**src/hdl/pip_pkg.sv**
```systemverilog
package pip_pkg;

	localparam int VIDX_WIDTH = 6;
	localparam int CNT_WIDTH  = 7;

	localparam logic OP_WRITE = 1'b0;
	localparam logic OP_TEST  = 1'b1;

	typedef enum logic [1:0] {
		ST_IDLE,
		ST_SCAN,
		ST_FINISH
	} state_t;

	typedef struct packed {
		logic shift;
		logic load;
	} cell_ctl_t;

	typedef struct packed {
		logic clear;
		logic issue;
		logic wrap;
	} edge_ctl_t;

	typedef struct packed {
		logic                 empty;
		logic [CNT_WIDTH-1:0] count;
	} edge_sts_t;

endpackage

```
**src/hdl/pip_edge.sv**
```systemverilog
module pip_edge #(
	parameter int W = 24
) (
	input  logic                clk,
	input  logic                arst_n,
	input  pip_pkg::edge_ctl_t  ctl,
	input  logic signed [W-1:0] pt_x,
	input  logic signed [W-1:0] pt_y,
	input  logic signed [W-1:0] vi_x,
	input  logic signed [W-1:0] vi_y,
	input  logic signed [W-1:0] vn_x,
	input  logic signed [W-1:0] vn_y,
	output pip_pkg::edge_sts_t  sts
);
	import pip_pkg::*;

	logic signed [W-1:0]     px_q, py_q, v0x_q, v0y_q;
	logic signed [W-1:0]     vj_x, vj_y, xa, ya, xb, yb;
	logic                    swap, in_x, in_y;
	logic signed [W:0]       dyp, dx, dye, dxp;
	logic                    v_s1, hit_s1, v_s2, hit_s2;
	logic signed [W:0]       dyp_s1, dx_s1, dye_s1, dxp_s1;
	logic signed [2*W+1:0]   lhs_s2, rhs_s2;
	logic [CNT_WIDTH-1:0]    count_q;

	// edge endpoints, ordered by x
	always_comb begin
		vj_x = ctl.wrap ? v0x_q : vn_x;
		vj_y = ctl.wrap ? v0y_q : vn_y;
		swap = !(vi_x < vj_x);
		xa   = swap ? vj_x : vi_x;
		ya   = swap ? vj_y : vi_y;
		xb   = swap ? vi_x : vj_x;
		yb   = swap ? vi_y : vj_y;
		in_x = (px_q > xa) && (px_q <= xb);
		in_y = (py_q < vi_y) || (py_q <= vj_y);
		dyp  = {py_q[W-1], py_q} - {ya[W-1], ya};
		dx   = {xb[W-1], xb} - {xa[W-1], xa};
		dye  = {yb[W-1], yb} - {ya[W-1], ya};
		dxp  = {px_q[W-1], px_q} - {xa[W-1], xa};
	end

	always_ff @(posedge clk) begin
		if (ctl.clear) begin
			px_q  <= pt_x;
			py_q  <= pt_y;
			v0x_q <= vi_x;
			v0y_q <= vi_y;
		end
		hit_s1 <= in_x && in_y;
		dyp_s1 <= dyp;
		dx_s1  <= dx;
		dye_s1 <= dye;
		dxp_s1 <= dxp;
		hit_s2 <= hit_s1;
		lhs_s2 <= dyp_s1 * dx_s1;
		rhs_s2 <= dye_s1 * dxp_s1;
	end

	always_ff @(posedge clk or negedge arst_n) begin
		if (!arst_n) begin
			v_s1    <= 1'b0;
			v_s2    <= 1'b0;
			count_q <= '0;
		end else begin
			v_s1 <= ctl.issue;
			v_s2 <= v_s1;
			if (ctl.clear) begin
				count_q <= '0;
			end else if (v_s2 && hit_s2 && (lhs_s2 <= rhs_s2)) begin
				count_q <= count_q + CNT_WIDTH'(1);
			end
		end
	end

	assign sts.empty = !v_s1 && !v_s2;
	assign sts.count = count_q;

endmodule

```
**config.mk**
```make
export PLATFORM = sky130hd
export DESIGN_NAME = pip_edge
export DESIGN_NICKNAME = d
export VERILOG_FILES = /design/src/hdl/pip_pkg.sv /design/src/hdl/pip_edge.sv
export SDC_FILE = /design/constraint.sdc
export NUM_CORES = 2
export LEC_CHECK = 0
export BUFFER_PORTS_ARGS = -buffer_cell sky130_fd_sc_hd__buf_2
export CORE_ASPECT_RATIO = 1.75
export CORE_MARGIN = 2
export CORE_UTILIZATION = 35
export DETAILED_ROUTE_END_ITERATION = 10
export PLACE_DENSITY_LB_ADDON = 0.25
export SLEW_MARGIN = 10
export SYNTH_ARGS = -nofsm -noshare
export SYNTH_HDL_FRONTEND = slang
export SYNTH_SLANG_ARGS = --single-unit
```
**constraint.sdc**
```tcl
create_clock -name clk -period 22.7 [get_ports clk]
set_input_delay 3.405 -clock clk [delete_from_list [all_inputs] [get_ports clk]]
set_output_delay 3.405 -clock clk [all_outputs]
set_load 0.1 [all_outputs]
```
## Yosys cells after proc, flatten, opt, wreduce, memory -nomap -nowiden

Cells that the tools add are included.

| storage, ports and cells | value |
|---|---|
| bits in registers | 307 |
| output and inout port bits | 8 |
| logic and storage cells | 45 |

| operators by class | value |
|---|---|
| add/sub/neg operators | 5 |
| multipliers | 2 |
| $lt $le $gt $ge | 6 |
| mux-type cells | 8 |
| reduce and logical (&&, ||, !) cells | 9 |

Operator list:

| cell | number |
|---|---|
| $mux W24 | 6 |
| $mul A25 B25 Y50 | 2 |
| $sub A24 B24 Y25 | 4 |
| $le A50 B50 Y1 | 1 |
| $le A24 B24 Y1 | 2 |
| $lt A24 B24 Y1 | 2 |
| $gt A24 B24 Y1 | 1 |
| $mux W7 | 2 |
| $add A7 B1 Y7 const B | 1 |
| $logic_and A1 B1 Y1 | 5 |
| $logic_not A1 Y1 | 2 |
| $reduce_bool A2 Y1 | 1 |
| $logic_or A1 B1 Y1 | 1 |

## Longest topological paths before layout

| logic depth | value |
|---|---|
| word-level depth | 6 |
| depth in mapped cells | 33 |

## Worst setup path after synthesis

No wires, ideal clock.

| path | value |
|---|---|
| path kind | input port to flip-flop |
| start point | in ctl[0] (netlist bit) |
| end point | reg dyp_s1[24] |
| setup time | 0.074 ns |
| arrival | 10.102 ns |
| required time | 22.626 ns |
| path slack | 12.524 ns |
| stages on the path | 32 |
| buffers on the path | 9 |
| cell sequence | buf_2 -> buf_2 -> buf_1 -> mux2i_1 -> ha_1 -> a21o_1 -> a2111oi_4 -> o22a_1 -> o21ai_1 -> clkbuf_1 -> buf_2 -> buf_2 -> buf_2 -> clkbuf_1 -> clkbuf_1 -> a21oi_1 -> ha_1 -> inv_1 -> fa_1 -> a21o_1 -> a21oi_1 -> nor2b_1 -> o21a_1 -> or3_1 -> a31oi_1 -> a21oi_1 -> a41oi_1 -> a21boi_0 -> a22o_1 -> o41ai_1 -> inv_1 -> a31oi_1 |

| on the way | value |
|---|---|
| cells in the longest elaborated chain, start to end | 4 |

Ends and longest elaborated chain:

| what | line | RTL |
|---|---|---|
| start: declaration | pip_edge.sv:6 | `input pip_pkg::edge_ctl_t ctl,` |
| $mux W24 | pip_edge.sv:28 | `vj_x = ctl.wrap ? v0x_q : vn_x;` |
| $lt A24 B24 Y1 | pip_edge.sv:30 | `swap = !(vi_x < vj_x);` |
| $mux W24 * | pip_edge.sv:32 | `ya = swap ? vj_y : vi_y;` |
| $sub A24 B24 Y25 * | pip_edge.sv:37 | `dyp = {py_q[W-1], py_q} - {ya[W-1], ya};` |
| net dyp[24] | pip_edge.sv:20 | `logic signed [W:0] dyp, dx, dye, dxp;` |
| end signal: assignment | pip_edge.sv:51 | `dyp_s1 <= dyp;` |
| end: declaration | pip_edge.sv:22 | `logic signed [W:0] dyp_s1, dx_s1, dye_s1, dxp_s1;` |

The timed path passes the listed nets; every way through them passes the cells marked *.
A chain may end at the register's enable or synchronous reset.

## Worst setup path after layout

Ends and elaborated chain as after synthesis.

==> metrics.txt <==
# TYPE chip_impl_metric gauge
chip_impl_info{name="run_status",value="finished clean"} 1
chip_impl_metric{name="clkTransAtPathRegs",unit="ns"} 0.06
chip_impl_info{name="ys_dominant_reg_cell",value="sky130_fd_sc_hd__dfxtp_1"} 1
chip_impl_metric{name="synth-edff-count",unit=""} 96
chip_impl_metric{name="maximum_number_of_pins_on_one_net_before_global_route_repair",unit=""} 96
chip_impl_info{name="startpoint",value="ctl[0]"} 1
chip_impl_info{name="layout_common_cells",value="sky130_fd_sc_hd__inv_1, sky130_fd_sc_hd__fa_1, sky130_fd_sc_hd__nand2_1, sky130_fd_sc_hd__and2_1, sky130_fd_sc_hd__ha_1"} 1
chip_impl_metric{name="finish.instance_area",unit="sq um"} 66500
chip_impl_info{name="cts-root-buf",value="sky130_fd_sc_hd__clkbuf_16"} 1
chip_impl_metric{name="post_synth_inst_count",unit=""} 6517
chip_impl_info{name="tritoncts",value="yes"} 1
chip_impl_info{name="min_from",value="v_s1"} 1
chip_impl_metric{name="cap_violations",unit=""} 0
chip_impl_metric{name="synthesis_to_layout_area_growth",unit="%"} 7.75
chip_impl_metric{name="setup_viol",unit=""} 0
chip_impl_metric{name="final_min_period_over_clock_period",unit="%"} 46.9
chip_impl_metric{name="syn-num-nets",unit=""} 8488
chip_impl_metric{name="quantity_of_gates_resized_following_cts",unit=""} 0
chip_impl_metric{name="hold_viol",unit=""} 0
chip_impl_metric{name="post_synth_num_cell_types",unit=""} 92
chip_impl_metric{name="hpwlAfterDp",unit="um"} 156000
chip_impl_metric{name="global_route_wire_length_before_repair",unit="um"} 297000
chip_impl_metric{name="route.vias.total",unit=""} 45000
chip_impl_info{name="yosys.area.top_type",value="sky130_fd_sc_hd__fa_1"} 1
chip_impl_metric{name="worst_clock_skew",unit="ns"} 0.0427
chip_impl_metric{name="grt_usage",unit="%"} 22.0
chip_impl_metric{name="routed_via_density",unit=""} 5.08
chip_impl_metric{name="worst-r2r-cell-count",unit=""} 25
chip_impl_metric{name="drt_drc_violations_left",unit=""} 0
chip_impl_metric{name="yosysWarningCount",unit=""} 0
chip_impl_metric{name="final-max-slew-violation-count",unit=""} 0
chip_impl_metric{name="initial_antenna_violation_count",unit=""} 22
chip_impl_metric{name="antenna_left",unit=""} 0
chip_impl_metric{name="post_drt_wl_per_cell",unit="um"} 21.8
chip_impl_metric{name="nets",unit=""} 8531
chip_impl_metric{name="detail_route.wirelength",unit="um"} 193000
chip_impl_metric{name="cp_max_fo",unit=""} 95
chip_impl_metric{name="cts_setup_buffers",unit=""} 0
chip_impl_metric{name="synth_area",unit="sq um"} 61700
chip_impl_metric{name="fp.dieArea",unit="sq um"} 180000
chip_impl_metric{name="synth_sequential_area_ratio",unit="%"} 11.6
chip_impl_metric{name="detailedRoute.firstPassIterationCount",unit=""} 5
chip_impl_metric{name="die_w",unit="um"} 321
chip_impl_metric{name="tritoncts.num_buffers",unit=""} 40
chip_impl_metric{name="cts-hold-fix-buffers",unit=""} 0
chip_impl_metric{name="postSynth.asyncResetShare",unit="%"} 2.93
chip_impl_info{name="ys_top_cells_by_area",value="sky130_fd_sc_hd__fa_1, sky130_fd_sc_hd__ha_1, sky130_fd_sc_hd__inv_1"} 1
chip_impl_metric{name="floorplan.initialDensity",unit="%"} 35.3
chip_impl_metric{name="gr-total-overflow",unit=""} 0
chip_impl_metric{name="die_height",unit="um"} 560
chip_impl_metric{name="drive_above_1_share",unit="%"} 5.78
chip_impl_metric{name="maxSlewHeadroom",unit="%"} 18.1
chip_impl_info{name="setup_crit_end",value="dyp_s1[24]"} 1
chip_impl_metric{name="worst-slew-pin-transition",unit="ns"} 1.23
chip_impl_info{name="regToRegEndpoint",value="rhs_s2[41]"} 1
chip_impl_metric{name="max_freq",unit="MHz"} 93.8
chip_impl_info{name="timing.critical_path.from_type",value="input port"} 1
chip_impl_metric{name="coreArea",unit="sq um"} 175000
chip_impl_metric{name="worstSkewPairLatency",unit="ns"} 0.64
chip_impl_metric{name="syn_avg_cell_area",unit="sq um"} 9.47
chip_impl_metric{name="io_pins",unit=""} 157
chip_impl_metric{name="clk_path_buf_depth",unit=""} 3
chip_impl_metric{name="post_dp_cell_area",unit="sq um"} 65200
chip_impl_metric{name="io_buffers",unit=""} 156
chip_impl_info{name="hold_path_class",value="register to register"} 1
chip_impl_metric{name="cts.sinks",unit=""} 307
chip_impl_metric{name="final.min_clock_period",unit="ns"} 10.66
chip_impl_metric{name="synth_top_area_share",unit="%"} 42.8
chip_impl_metric{name="ys_ff_latch",unit=""} 307
chip_impl_metric{name="ff2ff_setup_slack",unit="ns"} 13.62
chip_impl_metric{name="routabilityCongestion",unit=""} 0.893
chip_impl_metric{name="starting_drt_drc_count",unit=""} 2002
chip_impl_info{name="layout.cells.most_common",value="sky130_fd_sc_hd__inv_1"} 1
chip_impl_info{name="end_kind",value="register"} 1
chip_impl_metric{name="finalSetupTns",unit="ns"} 0
chip_impl_info{name="setup.worst_path.class",value="input port to register"} 1
chip_impl_info{name="worst_r2r_startpoint",value="dye_s1[15]"} 1
chip_impl_metric{name="timing.critical_path.required",unit="ns"} 23.23
chip_impl_metric{name="ctsHtreeMaxLevel",unit=""} 2
chip_impl_metric{name="vias_in_the_first_global_route",unit=""} 50400
chip_impl_metric{name="floorplan.rows",unit=""} 203
chip_impl_info{name="unrepaired_setup_endpoints_after_global_routing",value="false"} 1
chip_impl_metric{name="critical_path_arrival",unit="ns"} 11.18
-- per-layer routing --
layer  wire [um]  share of wire [%]  track usage (%)
met1       68300                 35             23.4
met3        7480                3.9             2.46
met2      105000                 54             41.8
met5          59              0.031                0
met4       12400                6.4             12.1
-- how the worst min path moves through the flow --
stage,cells past startpoint,end,slack [ns]
floorplan,0,hit_s2,0.31
global placement,0,v_s2,0.37
detailed placement,0,v_s2,0.36
CTS,0,v_s2,0.39
global route,0,v_s2,0.40
finish,0,v_s2,0.39
-- area by class of cell --
| type | count | area, sq um |
|---|---|---|
| flip-flops and latches | 307 | 7180 |
| clock buffers | 54 | 1160 |
| inverters | 1376 | 5160 |
| well taps | 2255 | 2820 |
| repair buffers | 255 | 1530 |
| clock inverters | 19 | 165 |
| diodes | 14 | 35.0 |
| multi-input cells | 4580 | 48500 |
| fillers | 17600 | 108000 |
-- flip-flops by register name, indices dropped and copies added, names as in the netlist --
| signal | count |
|---|---|
| lhs_s2 | 50 |
| rhs_s2 | 50 |
| dx_s1 | 25 |
| dxp_s1 | 25 |
| dye_s1 | 25 |
| dyp_s1 | 25 |
| px_q | 24 |
| py_q | 24 |
| v0x_q | 24 |
| v0y_q | 24 |
| count_q | 7 |
| hit_s1 | 1 |
| hit_s2 | 1 |
| v_s1 | 1 |
| v_s2 | 1 |
-- logic make-up after synthesis --
logic type	Yosys count	synth area share [%]
AO/OA/AOI/OAI	697	7.23
flip-flops	307	11.6
XOR/XNOR	191	2.71
multiplexers	52	0.847
AND/OR/NAND/NOR	1818	14.7
buffers and inverters	1630	9.96
adder cells (fa/ha/maj)	1822	53.0
-- synth_stat cells, types with 23 or more instances --
library cell,instances
sky130_fd_sc_hd__nand2_1,751
sky130_fd_sc_hd__ha_1,503
sky130_fd_sc_hd__clkbuf_1,236
sky130_fd_sc_hd__a31oi_1,23
sky130_fd_sc_hd__nor2_1,158
sky130_fd_sc_hd__nand3_1,39
sky130_fd_sc_hd__dfxtp_1,202
sky130_fd_sc_hd__a21oi_1,193
sky130_fd_sc_hd__nand4_1,41
sky130_fd_sc_hd__mux2i_1,50
sky130_fd_sc_hd__fa_1,1319
sky130_fd_sc_hd__and2_1,618
sky130_fd_sc_hd__edfxtp_1,96
sky130_fd_sc_hd__inv_1,1374
sky130_fd_sc_hd__o21ai_0,186
sky130_fd_sc_hd__nor3_1,31
sky130_fd_sc_hd__xor2_1,46
sky130_fd_sc_hd__nand2b_1,48
sky130_fd_sc_hd__a21o_1,99
sky130_fd_sc_hd__o21a_1,35
sky130_fd_sc_hd__nor2b_1,48
sky130_fd_sc_hd__xnor2_1,145
-- worst max-delay path, stage by stage --
cell and delay (ns):
sky130_fd_sc_hd__buf_4 0.38, sky130_fd_sc_hd__buf_4 0.57, sky130_fd_sc_hd__mux2i_1 0.56, sky130_fd_sc_hd__ha_1 0.36
sky130_fd_sc_hd__nor2b_1 0.14, sky130_fd_sc_hd__o21ai_0 0.32, sky130_fd_sc_hd__a211oi_2 0.14, sky130_fd_sc_hd__nor3_1 0.40
sky130_fd_sc_hd__o21ai_4 0.11, sky130_fd_sc_hd__buf_4 0.32, sky130_fd_sc_hd__buf_4 0.41, sky130_fd_sc_hd__nand2_1 0.13
sky130_fd_sc_hd__a21boi_0 0.39, sky130_fd_sc_hd__inv_1 0.18, sky130_fd_sc_hd__fa_1 0.43, sky130_fd_sc_hd__a21o_1 0.20
sky130_fd_sc_hd__a21oi_1 0.21, sky130_fd_sc_hd__nor2b_1 0.07, sky130_fd_sc_hd__o21a_1 0.18, sky130_fd_sc_hd__or3_1 0.33
sky130_fd_sc_hd__a31oi_1 0.21, sky130_fd_sc_hd__a21oi_1 0.17, sky130_fd_sc_hd__a41oi_1 0.29, sky130_fd_sc_hd__a21boi_0 0.25
sky130_fd_sc_hd__a22o_1 0.28, sky130_fd_sc_hd__o41ai_1 0.41, sky130_fd_sc_hd__inv_1 0.08, sky130_fd_sc_hd__a31oi_1 0.18
-- per-stage QoR --
step                setup slack, ns  cells  util, %  hold WS (ns)
floorplan                     12.52   6517        -         0.310
global placement              11.44   8773     37.2         0.365
detailed placement            11.37   8773     37.2         0.363
CTS                           12.02   8846     38.0         0.386
global route                  11.38   8848     38.0         0.403
finish                        12.04   8860     38.0         0.389
Power is left out: the tool's default activity adds up to more than one toggle a clock period on the data nets, which glitch-free logic cannot reach.
